--- src/hw/rtl/pffrs_pkg.sv ---
package pffrs_pkg;

  // Configuration register indexes
  localparam logic CFG_FAULT_INTERVAL = 1'b0;
  localparam logic CFG_PAGE_COUNT     = 1'b1;

  localparam int CFG_DATA_W  = 16;
  localparam int INTERVAL_W  = 16;
  localparam int PAGE_W      = 6;
  localparam int COUNT_W     = 7;
  localparam int TOTAL_W     = 32;

  localparam int IN_TDATA_W  = 8;
  localparam int OUT_TDATA_W = 56;

  localparam logic [INTERVAL_W-1:0] FAULT_INTERVAL_RST = 16'd2;
  localparam logic [PAGE_W-1:0]     PAGE_COUNT_RST     = 6'd10;

  typedef struct packed {
    logic [TOTAL_W-1:0] total_faults;
    logic [COUNT_W-1:0] resident_count;
    logic [COUNT_W-1:0] pages_evicted;
    logic               window_trimmed;
    logic               invalid_reference;
    logic               page_fault;
  } result_t;

endpackage

--- src/hw/rtl/page_fault_frequency_resident_set_core.sv ---
// Pipeline: an accepted reference waits in the input register (in_page) until the
// result register (out_result) loads, which waits while the output is stalled.
// Throughput: one page reference per cycle unless the output stalls; the resident/use
// vectors and the resident and unused-page counters are updated in a single pass per
// reference.
// Reset (rst, synchronous): all pages non-resident, counters and fault total zero,
// fault_interval = 2, page_count = 10.
module page_fault_frequency_resident_set_core #(
  parameter int PAGE_SLOTS = 64
) (
  input  logic                                 clk,
  input  logic                                 rst,
  // config write channel
  input  logic                                 cfg_valid,
  output logic                                 cfg_ready,
  input  logic                                 cfg_index,
  input  logic [pffrs_pkg::CFG_DATA_W-1:0]     cfg_data,
  // page references
  input  logic                                 s_tvalid,
  output logic                                 s_tready,
  input  logic [pffrs_pkg::IN_TDATA_W-1:0]     s_tdata,  // [5:0] page_number
  // results
  output logic                                 m_tvalid,
  input  logic                                 m_tready,
  // [0] page_fault, [1] invalid_reference, [2] window_trimmed,
  // [9:3] pages_evicted, [16:10] resident_count, [48:17] total_faults
  output logic [pffrs_pkg::OUT_TDATA_W-1:0]    m_tdata
);

  localparam int IDX_W = (PAGE_SLOTS > 1) ? $clog2(PAGE_SLOTS) : 1;
  localparam logic [pffrs_pkg::COUNT_W-1:0] SLOT_LIMIT = pffrs_pkg::COUNT_W'(PAGE_SLOTS);
  localparam logic [PAGE_SLOTS-1:0] ONE_HOT0 = PAGE_SLOTS'(1);
  localparam int RES_W = $bits(pffrs_pkg::result_t);

  // configuration
  logic [pffrs_pkg::INTERVAL_W-1:0] fault_interval;
  logic [pffrs_pkg::PAGE_W-1:0]     page_count;

  // pipeline registers
  logic                         in_valid;
  logic [pffrs_pkg::PAGE_W-1:0] in_page;
  logic                         out_valid;
  pffrs_pkg::result_t           out_result;

  // state
  logic [PAGE_SLOTS-1:0]            resident_bits, resident_bits_next;
  logic [PAGE_SLOTS-1:0]            use_bits, use_bits_next;
  logic [pffrs_pkg::INTERVAL_W-1:0] refs_since_fault, refs_since_fault_next;
  logic [pffrs_pkg::TOTAL_W-1:0]    fault_total, fault_total_next;
  // res_cnt tracks popcount(resident_bits); unused_cnt tracks popcount(resident & ~use)
  logic [pffrs_pkg::COUNT_W-1:0]    res_cnt, res_cnt_next;
  logic [pffrs_pkg::COUNT_W-1:0]    unused_cnt, unused_cnt_next;

  logic                             advance;
  logic                             valid_ref;
  logic [IDX_W-1:0]                 idx;
  logic [PAGE_SLOTS-1:0]            page_bit;
  logic                             hit;
  logic                             used;
  logic [pffrs_pkg::INTERVAL_W:0]   gap;
  logic                             fault;
  logic                             trim;
  pffrs_pkg::result_t               result;

  assign cfg_ready = 1'b1;
  assign advance   = in_valid && (!out_valid || m_tready);
  assign s_tready  = !in_valid || advance;
  assign m_tvalid  = out_valid;
  assign m_tdata   = {(pffrs_pkg::OUT_TDATA_W - RES_W)'(0), out_result};

  assign valid_ref = (in_page <= page_count) && ({1'b0, in_page} < SLOT_LIMIT);
  assign idx       = in_page[IDX_W-1:0];
  assign page_bit  = ONE_HOT0 << idx;
  assign hit       = resident_bits[idx];
  assign used      = use_bits[idx];
  assign gap       = {1'b0, refs_since_fault} + (pffrs_pkg::INTERVAL_W+1)'(1);
  assign fault     = valid_ref && !hit;
  assign trim      = fault && (gap > {1'b0, fault_interval});

  always_comb begin
    resident_bits_next = resident_bits;
    use_bits_next      = use_bits;
    res_cnt_next       = res_cnt;
    unused_cnt_next    = unused_cnt;
    fault_total_next   = fault_total;
    if (refs_since_fault == '1) begin
      refs_since_fault_next = refs_since_fault;
    end else begin
      refs_since_fault_next = gap[pffrs_pkg::INTERVAL_W-1:0];
    end

    if (fault) begin
      refs_since_fault_next = '0;
      use_bits_next         = page_bit;
      if (fault_total != '1) begin
        fault_total_next = fault_total + pffrs_pkg::TOTAL_W'(1);
      end
      if (trim) begin
        // unused resident pages go; survivors lose their use bits
        resident_bits_next = (resident_bits & use_bits) | page_bit;
        res_cnt_next       = res_cnt - unused_cnt + pffrs_pkg::COUNT_W'(1);
        unused_cnt_next    = res_cnt - unused_cnt;
      end else begin
        resident_bits_next = resident_bits | page_bit;
        res_cnt_next       = res_cnt + pffrs_pkg::COUNT_W'(1);
        unused_cnt_next    = res_cnt;
      end
    end else if (valid_ref) begin
      use_bits_next = use_bits | page_bit;
      if (!used) begin
        unused_cnt_next = unused_cnt - pffrs_pkg::COUNT_W'(1);
      end
    end

    result.page_fault        = fault;
    result.invalid_reference = !valid_ref;
    result.window_trimmed    = trim;
    result.pages_evicted     = trim ? unused_cnt : '0;
    result.resident_count    = res_cnt_next;
    result.total_faults      = fault_total_next;
  end

  always_ff @(posedge clk) begin
    if (rst) begin
      fault_interval   <= pffrs_pkg::FAULT_INTERVAL_RST;
      page_count       <= pffrs_pkg::PAGE_COUNT_RST;
      in_valid         <= 1'b0;
      out_valid        <= 1'b0;
      resident_bits    <= '0;
      use_bits         <= '0;
      refs_since_fault <= '0;
      fault_total      <= '0;
      res_cnt          <= '0;
      unused_cnt       <= '0;
    end else begin
      if (cfg_valid && cfg_ready) begin
        case (cfg_index)
          pffrs_pkg::CFG_FAULT_INTERVAL: fault_interval <= cfg_data;
          pffrs_pkg::CFG_PAGE_COUNT:     page_count <= cfg_data[pffrs_pkg::PAGE_W-1:0];
          default: ;
        endcase
      end
      if (s_tvalid && s_tready) begin
        in_valid <= 1'b1;
      end else if (advance) begin
        in_valid <= 1'b0;
      end
      if (advance) begin
        out_valid        <= 1'b1;
        resident_bits    <= resident_bits_next;
        use_bits         <= use_bits_next;
        refs_since_fault <= refs_since_fault_next;
        fault_total      <= fault_total_next;
        res_cnt          <= res_cnt_next;
        unused_cnt       <= unused_cnt_next;
      end else if (m_tready) begin
        out_valid <= 1'b0;
      end
    end
  end

  always_ff @(posedge clk) begin
    if (s_tvalid && s_tready) begin
      in_page <= s_tdata[pffrs_pkg::PAGE_W-1:0];
    end
    if (advance) begin
      out_result <= result;
    end
  end

`ifndef SYNTHESIS
  a_res_cnt_matches: assert property (@(posedge clk) disable iff (rst)
    pffrs_pkg::COUNT_W'($countones(resident_bits)) == res_cnt)
    else $error("resident counter out of step with resident bits");

  a_unused_cnt_matches: assert property (@(posedge clk) disable iff (rst)
    pffrs_pkg::COUNT_W'($countones(resident_bits & ~use_bits)) == unused_cnt)
    else $error("unused counter out of step with resident/use bits");

  a_use_within_resident: assert property (@(posedge clk) disable iff (rst)
    (use_bits & ~resident_bits) == '0)
    else $error("use bit set on a non-resident page");

  a_fault_clears_gap: assert property (@(posedge clk) disable iff (rst)
    (advance && fault) |=> (refs_since_fault == '0) && out_result.page_fault)
    else $error("fault did not restart the reference gap");
`endif

endmodule

--- config.mk ---
export PLATFORM = sky130hd
export DESIGN_NAME = page_fault_frequency_resident_set_core
export DESIGN_NICKNAME = d
export VERILOG_FILES = /design/src/hw/rtl/pffrs_pkg.sv /design/src/hw/rtl/page_fault_frequency_resident_set_core.sv
export SDC_FILE = /design/constraint.sdc
export NUM_CORES = 1
export LEC_CHECK = 0
export BUFFER_PORTS_ARGS = -buffer_cell sky130_fd_sc_hd__buf_2
export CORE_MARGIN = 3
export CORE_UTILIZATION = 50
export DETAILED_ROUTE_END_ITERATION = 12
export PLACE_DENSITY = 0.68
export RECOVER_POWER = 100
export SETUP_SLACK_MARGIN = 0.4
export SYNTH_ARGS = -nofsm -noshare
export SYNTH_HDL_FRONTEND = slang
export SYNTH_SLANG_ARGS = --single-unit
export TNS_END_PERCENT = 100
--- constraint.sdc ---
create_clock -name clk -period 5.99 [get_ports clk]
set_input_delay 1.797 -clock clk [delete_from_list [all_inputs] [get_ports clk]]
set_output_delay 1.797 -clock clk [all_outputs]
set_load 0.1 [all_outputs]
==> results_dict.tcl, run 1 <==
set metrics [dict create \
    run_status "finished, violations left" \
    violations "capacitance limit, slew limit" \
    die_area_um2 28500 \
    drt-wirelength-per-cell_um 17.5 \
    placement.cell_area_um2 13800 \
    setup.reg_to_reg.worst_slack_ps 1030 \
    grt_usage 0.223 \
    finalHoldViolations 0 \
    power_density_nw_per_um2 282 \
    synthTopCellsByCount "sky130_fd_sc_hd__dfxtp_1, sky130_fd_sc_hd__nand2_1, sky130_fd_sc_hd__nor2_1" \
    timing.hold.worst.start "fault_interval[3]" \
    seqPwrFrac 0.465 \
    final_total_power_w 0.00410 \
    hpwlAfterDp_um 20500 \
    syn_area_um2 13300 \
    final_cell_count_no_fill 1852 \
    initial_utilization 0.518 \
    netlist.area_leader.share 0.323 \
    synthFlopType "sky130_fd_sc_hd__dfxtp_1" \
    headroom_to_the_max_slew_limit -0.352 \
    postLayoutSetupSlackWorst_ps 1010 \
    clock_power_share 0.418 \
    cts_max_path_buffers 3 \
    cts_root_buf "sky130_fd_sc_hd__clkbuf_16" \
    cts_tree "built" \
    cp-end-kind "flop" \
    drt-vias-per-instance 5.93 \
    drt.antenna.violating_nets 0 \
    post_synth_num_cell_types 73 \
    total_number_of_vias 10990 \
    worst_clock_skew_ps 6.89 \
    clock_pin_slew_on_the_worst_setup_and_hold_paths_ps 60 \
    worstReg2RegStart "idx[0]" \
    share_comb_of_total_power 0.117 \
    clk_latency_ps 540 \
    rows 58 \
    timing.critical_path.required_ps 6440 \
    r2r_cells 9 \
    finalMaxSlewViolations 188 \
    critical_path.cell_chain "buf_2, nor2b_1, nand2b_1, clkbuf_1, inv_1, clkbuf_2, o21ai_1, mux2i_1, nor2_1" \
    wl_um 32400 \
    placement.setup.worst_slack_ps 1530 \
    p_sw_w 0.00111 \
    antenna_found_initial 0 \
    ys_top_cells_by_area "sky130_fd_sc_hd__dfxtp_1, sky130_fd_sc_hd__edfxtp_1, sky130_fd_sc_hd__nand2_1" \
    cpPeakStageDelay_ps 970 \
    postSynthAreaPerCell_um2 9.02 \
    placed_cells 1800 \
    floorplan.die.width_um 169 \
    drv.max_cap_violation_count 4 \
    cts-buffers-inserted 28 \
    diodes 0 \
    iter_0_drt_violations 1062 \
    synth-async-reset-ratio 0 \
    internal_power_w 0.00299 \
    most_frequently_used_cell_type_in_the_post_synthesis_netlist "sky130_fd_sc_hd__dfxtp_1" \
    grt_first_pass_wirelength_um 53300 \
    static-leakage-power_nw 5.07 \
    drive_gt1_frac 0.0992 \
    drcViolationCount 0 \
    synth_top_cell_by_area "sky130_fd_sc_hd__dfxtp_1" \
    critPathKind "input pin to flop" \
    irDropWorstVdd_uv 254 \
    via_count_of_the_first_global_routing_pass 10393 \
    number_of_nets_in_the_layout 1562 \
    portBuffers 78 \
    gpl.final_weighted_congestion 0.859 \
    final.min_clock_period_ps 4980 \
    ys_warn_count 0 \
    setup-violations-final 0 \
    ctsResizeCount 0 \
    tns_ps 0 \
    rsz0062_at_grt "false" \
    worstMarginPinSlew_ps 2030 \
    area_growth_pct 9.63 \
    core-area_um2 25600 \
    global_route.overflow_total 0 \
    cp-start-kind "input pin" \
    cp_data_arrival_time_ps 5430 \
    maxClockFrequency_mhz 201 \
    maximum_number_of_pins_on_one_net_before_global_route_repair 95 \
    synth_seq_cells 269 \
    worst_hold_path_depth 2 \
    design.portCount 89 \
    sink_count 269 \
    design_area_um2 14500 \
    cts_max_level 1 \
    post-cts-setup-buffer-count 0 \
    die_boundary_height_um 169 \
    worst_hold_path.endpoint "fault_interval[3]" \
    synth-seq-area-share 0.448 \
    part_of_the_cycle_the_worst_path_needs 0.832 \
    critPathSlowestCell "sky130_fd_sc_hd__o21ai_1" \
    worstHoldPathType "flop to flop" \
    drt-pass1-iter-count 5 \
    r2r-end "use_bits[39]" \
    switching_share 0.271 \
    path_max_fanout 70 \
    synth_edf_count 55 \
    cts_hold_bufs 0 \
    postSynthCellCount 1471 \
]
layout make-up:
type                            count  area [µm²]
Sequential cell                   269        5940
Multi-Input combinational cell   1052        6620
Timing Repair Buffer              101         478
Clock buffer                       39         825
Tap cell                          330         413
Inverter                           48         180
Fill cell                        2312       11100
Clock inverter                     13        90.1
routing by layer:
layer	up-vias	GRT usage	share of wire
met4	0	0.0655	0.022
met3	51	0.0297	0.060
met2	322	0.355	0.46
met5	-	0	0
li1	5318	-	-
met1	5299	0.318	0.46
worst max path at each step:
| stage | startpoint | to | slack (ps) | cells after the start |
|---|---|---|---|---|
| after floorplan | m_tready | refs_since_fault[10] | 1540 | 7 |
| after global placement | refs_since_fault[0] | res_cnt[6] | 1580 | 14 |
| after detailed placement | idx[0] | use_bits[26] | 1530 | 11 |
| after CTS | idx[0] | resident_bits[25] | 1470 | 11 |
| after global routing | idx[0] | use_bits[12] | 490 | 9 |
| final | m_tready | refs_since_fault[0] | 1010 | 9 |
cells by family (layout without fill, tap and decap cells):
family	after synthesis	in the layout	share of synthesized area
AO/OA/AOI/OAI	363	363	0.169
XOR/XNOR	67	67	0.0442
adder cells (fa/ha/maj)	32	32	0.0308
buffers and inverters	156	201	0.0535
flip-flops	269	269	0.448
multiplexers	51	51	0.0646
other	2	8	0.000566
AND/OR/NAND/NOR	531	531	0.190
power groups by stage:
| stage | clock network (W) | logic (W) | registers [W] |
|---|---|---|---|
| final | 0.00172 | 0.000479 | 0.00191 |
| after global routing | 0.00183 | 0.000514 | 0.00191 |
| after CTS | 0.00175 | 0.000486 | 0.00191 |
| after detailed placement | 0 | 0.000484 | 0.00195 |
| after global placement | 0 | 0.000481 | 0.00195 |
| after floorplan | 0 | 0.000280 | 0.00205 |
critical path, delay by kind of cell:
| kind | cells | cell delay, ps |
|---|---|---|
| AO/OA/AOI/OAI | 1 | 970 |
| buffers and inverters | 4 | 2020 |
| multiplexers | 1 | 160 |
| AND/OR/NAND/NOR | 3 | 480 |
sequential cells by signal (all words and copies together), names as in the netlist:
signal            flops
fault_interval       16
fault_total          32
idx                   6
in_valid              1
m_tdata              49
m_tvalid              1
page_count            6
refs_since_fault     16
res_cnt               7
resident_bits        64
unused_cnt            7
use_bits             64
layout by cell type, fill, tap and decap left out, types with 31 or more instances in the layout:
master                       n
sky130_fd_sc_hd__dfxtp_1   214
sky130_fd_sc_hd__nand2_1   172
sky130_fd_sc_hd__nor2_1    145
sky130_fd_sc_hd__a21oi_1   128
sky130_fd_sc_hd__o21ai_0    89
sky130_fd_sc_hd__a22oi_1    66
sky130_fd_sc_hd__clkbuf_1   61
sky130_fd_sc_hd__edfxtp_1   55
sky130_fd_sc_hd__inv_1      48
sky130_fd_sc_hd__xnor2_1    38
sky130_fd_sc_hd__nand3_1    37
sky130_fd_sc_hd__nand4_1    34
sky130_fd_sc_hd__ha_1       31
through the flow:
step | hold WS (ps) | util
3_3_place_gp | 444 | 0.537
3_5_place_dp | 449 | 0.537
5_1_grt | 471 | 0.568
6_report | 456 | 0.568
4_1_cts | 457 | 0.573
2_1_floorplan | 436 | -
(Power assumes the default switching activity.)
==> run 2, diff against run 1 <==
==> constraint.sdc (replaced) <==
create_clock -name clk -period 4.8 [get_ports clk]
set_input_delay 1.44 -clock clk [delete_from_list [all_inputs] [get_ports clk]]
set_output_delay 1.44 -clock clk [all_outputs]
set_load 0.1 [all_outputs]
==> run 2 against run 1 <==
The run still ends with capacitance limit, slew limit left. Via count is 0.60% higher. Routed wire length is 1.3% higher. Register-to-register slack worse by 480 ps. Combinational power is 28% higher. First-iteration DRC count decreased by 8.1%. Worst hold slack worse by 1.7 ps. Clock-buffer cell count unchanged. Final area rose by 1.4%. Final cell count is 1.2% higher. Clock power rose by 28%. Critical path type unchanged. Critical endpoint is now res_cnt[3]. Largest power group unchanged.
==> results_dict.tcl, run 2 (synthesized netlist as in run 1, its figures left out) <==
set metrics [dict create \
    drcViolationCount 0 \
    cp-start-kind "input pin" \
    clk_latency_ps 550 \
    drt-vias-per-instance 5.90 \
    cp_data_arrival_time_ps 4790 \
    critPathKind "input pin to flop" \
    drt.antenna.violating_nets 0 \
    power_density_nw_per_um2 352 \
    cts_tree "built" \
    layout_common_cells "sky130_fd_sc_hd__dfxtp_1, sky130_fd_sc_hd__nand2_1, sky130_fd_sc_hd__nor2_1" \
    run_status "finished, violations left" \
    rsz0062_at_grt "false" \
    wl_um 32800 \
    part_of_the_cycle_the_worst_path_needs 0.909 \
    finalMaxSlewViolations 150 \
    die_area_um2 28500 \
    area_growth_pct 11.2 \
    cts_root_buf "sky130_fd_sc_hd__clkbuf_16" \
    maxClockFrequency_mhz 229 \
    drt-wirelength-per-cell_um 17.5 \
    rows 58 \
    design.portCount 89 \
    grt_usage 0.225 \
    tns_ps 0 \
    via_count_of_the_first_global_routing_pass 10473 \
    die_boundary_height_um 169 \
    drv.max_cap_violation_count 1 \
    maximum_number_of_pins_on_one_net_before_global_route_repair 150 \
    cp-end-kind "flop" \
    final.min_clock_period_ps 4360 \
    floorplan.die.width_um 169 \
    cts_max_level 1 \
    irDropWorstVdd_uv 343 \
    clock_pin_slew_on_the_worst_setup_and_hold_paths_ps 60 \
    layout_commonest_cell "sky130_fd_sc_hd__dfxtp_1" \
    utilization_after_layout 0.576 \
    timing.critical_path.required_ps 5230 \
    number_of_nets_in_the_layout 1589 \
    worstMarginPinSlew_ps 3070 \
    path_max_fanout 149 \
    cts_hold_bufs 0 \
    antenna_found_initial 0 \
    worstHoldPathType "flop to flop" \
    static-leakage-power_nw 5.19 \
    setup-violations-final 0 \
    diodes 0 \
    drive_gt1_frac 0.109 \
    iter_0_drt_violations 976 \
    headroom_to_the_max_slew_limit -1.05 \
    sink_count 269 \
    global_route.overflow_total 0 \
    drt-pass1-iter-count 5 \
    finalHoldViolations 0 \
    grt_first_pass_wirelength_um 53500 \
    core-area_um2 25600 \
    cts_max_path_buffers 3 \
    gpl.final_weighted_congestion 0.854 \
    worst_clock_skew_ps 19.2 \
    initial_utilization 0.518 \
    cts-buffers-inserted 29 \
    total_number_of_vias 11056 \
    violations "capacitance limit, slew limit" \
    hpwlAfterDp_um 21100 \
    portBuffers 78 \
]
[run 2: changes by cell type in the layout (fill, tap and decap cells not counted), sizes merged]
cell	before	now
clkinv	12	4
clkinvlp	0	1
bufinv	1	3
buf	43	66
inv	48	49
clkbuf	97	100
[run 2: final timing paths]
kind	from	end	slack [ps]	cells past startpoint
setup / recovery	rst	res_cnt[3]	440	4
hold / removal	fault_interval[10]	fault_interval[10]	450	2
setup reg to reg	refs_since_fault[0]	resident_bits[20]	550	14
hold reg to reg	fault_interval[10]	fault_interval[10]	450	2
[run 2: repair_timing]
action                                  CTS  global route
endpoints found under the setup margin    0            66
resized for setup                         0             2
buffers inserted                          0             0
[run 2: layout make-up]
type | instances | area [µm²]
Clock inverter | 9 | 125
Inverter | 48 | 180
Fill cell | 2327 | 10900
Multi-Input combinational cell | 1052 | 6620
Tap cell | 330 | 413
Clock buffer | 39 | 803
Sequential cell | 269 | 5940
Timing Repair Buffer | 127 | 668
[run 2: metrics by stage]
stage | total power, W | cell area, µm² | hold slack (ps) | cells | setup slack [ps]
after floorplan | 0.00291 | 13300 | 436 | 1477 | 707
after global placement | 0.00304 | 14000 | 446 | 1826 | 675
after detailed placement | 0.00305 | 14000 | 448 | 1826 | 658
after CTS | 0.00523 | 14900 | 456 | 1874 | 601
after global routing | 0.00537 | 14700 | 472 | 1874 | 225
final | 0.00519 | 14700 | 455 | 1874 | 436
[run 2: metal layers]
layer | GRT usage | wire [µm]
met1 | 0.316 | 14800
met2 | 0.373 | 15200
met3 | 0.0271 | 1980
met4 | 0.0598 | 765
met5 | 0 | 0
[run 2: report_power, final]
part	leakage [nW]	switching [W]	internal (W)
Sequential	2.24	0.0000284	0.00235
Combinational	2.50	0.000469	0.000144
Clock	0.454	0.000876	0.00132
Total	5.19	0.00137	0.00381
[run 2: critical path, stage by stage]
cell                       delay [ps]
sky130_fd_sc_hd__buf_6            360
sky130_fd_sc_hd__clkbuf_2        2230
sky130_fd_sc_hd__nor2_1           240
sky130_fd_sc_hd__a22o_1           350
==> run 3, diff against run 2 <==
--- a/config.mk
+++ b/config.mk
@@ -5,6 +5,7 @@
 export SDC_FILE = /design/constraint.sdc
 export NUM_CORES = 1
 export LEC_CHECK = 0
+export ABC_CLOCK_PERIOD_IN_PS = 4800
 export BUFFER_PORTS_ARGS = -buffer_cell sky130_fd_sc_hd__buf_2
 export CORE_MARGIN = 3
 export CORE_UTILIZATION = 50
==> constraint.sdc (replaced) <==
create_clock -name clk -period 4.8 [get_ports clk]
set_input_delay 0.24 -clock clk [delete_from_list [all_inputs] [get_ports clk]]
set_output_delay 0.24 -clock clk [all_outputs]
set_load 0.1 [all_outputs]
==> run 3 against run 2 <==
The run still ends with capacitance limit, slew limit left. Final cell count is 1.0% higher. Final area is 1.4% higher. Sequential share of layout area is 0.57 points lower. First-iteration DRC count is 3.6% higher. Sequential power hardly changed. Non-clock buffer count is 16 higher. Worst hold slack worse by 420 ps. Die area stayed put. Via count is 0.16% lower. Flip-flop and latch count stayed put. Global-route usage is 0.25 points lower. Total power is 0.61% lower. Critical path type is now flop to flop. Critical endpoint is now fault_total[22].
==> results_dict.tcl, run 3 (synthesized netlist as in run 1, its figures left out) <==
set metrics [dict create \
    drt-pass1-iter-count 5 \
    setup.worst_path.start "idx[0]" \
    drt-vias-per-instance 5.83 \
    irDropWorstVdd_uv 279 \
    setup-violations-final 0 \
    violations "capacitance limit, slew limit" \
    final.min_clock_period_ps 4240 \
    drt.antenna.violating_nets 0 \
    power_density_nw_per_um2 345 \
    cts-buffers-inserted 28 \
    cp-end-kind "flop" \
    global_route.overflow_total 0 \
    cp_data_arrival_time_ps 4660 \
    static-leakage-power_nw 5.26 \
    hpwlAfterDp_um 20600 \
    drive_gt1_frac 0.102 \
    worstMarginPinSlew_ps 3730 \
    setup.reg_to_reg.worst_slack_ps 560 \
    number_of_nets_in_the_layout 1604 \
    r2r_cells 10 \
    rows 58 \
    worstReg2RegStart "idx[0]" \
    finalHoldViolations 0 \
    postLayoutSetupSlackWorst_ps 556 \
    critPathCapture "fault_total[22]" \
    clk_latency_ps 540 \
    die_boundary_height_um 169 \
    path_max_fanout 34 \
    run_status "finished, violations left" \
    maximum_number_of_pins_on_one_net_before_global_route_repair 202 \
    cp-start-kind "flop" \
    floorplan.die.width_um 169 \
    initial_utilization 0.518 \
    layout_commonest_cell "sky130_fd_sc_hd__dfxtp_1" \
    critPathKind "flop to flop" \
    drcViolationCount 0 \
    diodes 0 \
    worstHoldPathType "input pin to flop" \
    cts_max_level 1 \
    timing.critical_path.required_ps 5220 \
    via_count_of_the_first_global_routing_pass 10421 \
    cts_max_path_buffers 3 \
    clock_pin_slew_on_the_worst_setup_and_hold_paths_ps 60 \
    rsz0062_at_grt "false" \
    grt_first_pass_wirelength_um 53200 \
    sink_count 269 \
    iter_0_drt_violations 1011 \
    design.portCount 89 \
    area_growth_pct 12.8 \
    maxClockFrequency_mhz 236 \
    gpl.final_weighted_congestion 0.867 \
    die_area_um2 28500 \
    cts_root_buf "sky130_fd_sc_hd__clkbuf_16" \
    part_of_the_cycle_the_worst_path_needs 0.884 \
    grt_usage 0.223 \
    cts_tree "built" \
    r2r-end "fault_total[22]" \
    total_number_of_vias 11038 \
    layout_common_cells "sky130_fd_sc_hd__dfxtp_1, sky130_fd_sc_hd__nand2_1, sky130_fd_sc_hd__nor2_1" \
    worst_clock_skew_ps 16.1 \
    headroom_to_the_max_slew_limit -1.48 \
    core-area_um2 25600 \
    finalMaxSlewViolations 274 \
    drv.max_cap_violation_count 2 \
    placement.setup.worst_slack_ps 423 \
    post-cts-setup-buffer-count 0 \
    antenna_found_initial 0 \
    tns_ps 0 \
    drt-wirelength-per-cell_um 17.2 \
    wl_um 32600 \
    portBuffers 78 \
    nFillCells 2303 \
]
-- run 3: power by group --
part / switching, W / total, W / leakage [nW] / internal [W]
logic: 0.000475 / 0.000630 / 2.57 / 0.000156
clock network: 0.000874 / 0.00215 / 0.456 / 0.00127
registers: 0.0000262 / 0.00238 / 2.24 / 0.00235
-- run 3: worst max-delay path, cell delays in order, from the launching register on --
cell and delay, ps:
sky130_fd_sc_hd__edfxtp_1 370, sky130_fd_sc_hd__buf_12 270, sky130_fd_sc_hd__mux4_2 560, sky130_fd_sc_hd__nor4b_1 290, sky130_fd_sc_hd__nor4_1 100, sky130_fd_sc_hd__a21boi_0 610
sky130_fd_sc_hd__o31ai_4 320, sky130_fd_sc_hd__inv_2 340, sky130_fd_sc_hd__nand4_1 470, sky130_fd_sc_hd__or4_1 620, sky130_fd_sc_hd__a21oi_1 150
-- run 3: worst min-delay path by stage --
stage	slack, ps	cells after the start	end	start
final	30	3	page_count[2]	cfg_valid
after global routing	50	3	page_count[2]	cfg_index
after CTS	8	3	page_count[5]	cfg_index
after detailed placement	420	1	idx[0]	s_tdata[0]
after global placement	420	1	idx[0]	s_tdata[0]
after floorplan	340	0	idx[0]	s_tdata[0]
-- run 3: final cells by class --
class / instances / area (µm²) / share of cell area
sequential: 269 / 5940 / 0.397
clock buffer: 43 / 858 / 0.0574
inverter: 48 / 180 / 0.0120
timing repair buffer: 143 / 873 / 0.0584
tap: 330 / 413 / 0.0276
clock inverter: 8 / 61.3 / 0.00410
multi-input combinational: 1052 / 6640 / 0.444
-- run 3: per-stage QoR --
stage | power [W] | instances | util | hold WS, ps | cell area, µm²
4_1_cts | 0.00520 | 1893 | 0.589 | 8.12 | 15100
6_report | 0.00515 | 1893 | 0.584 | 34.0 | 15000
3_3_place_gp | 0.00304 | 1817 | 0.544 | 417 | 13900
2_1_floorplan | 0.00291 | 1477 | - | 339 | 13300
3_5_place_dp | 0.00304 | 1817 | 0.544 | 418 | 13900
5_1_grt | 0.00533 | 1893 | 0.584 | 51.4 | 15000
-- run 3: per-layer routing --
metal / part of all wire / track usage
met4: 0.023 / 0.0651
met2: 0.46 / 0.363
met1: 0.46 / 0.313
met3: 0.060 / 0.0297
met5: 0 / 0
-- run 3: repair_timing --
item,CTS,global route
hold buffers,25,0
cloned,0,0
resized for setup,1,3
endpoints found under the setup margin,7,67
pin swaps,0,0
hold endpoints to repair,31,0
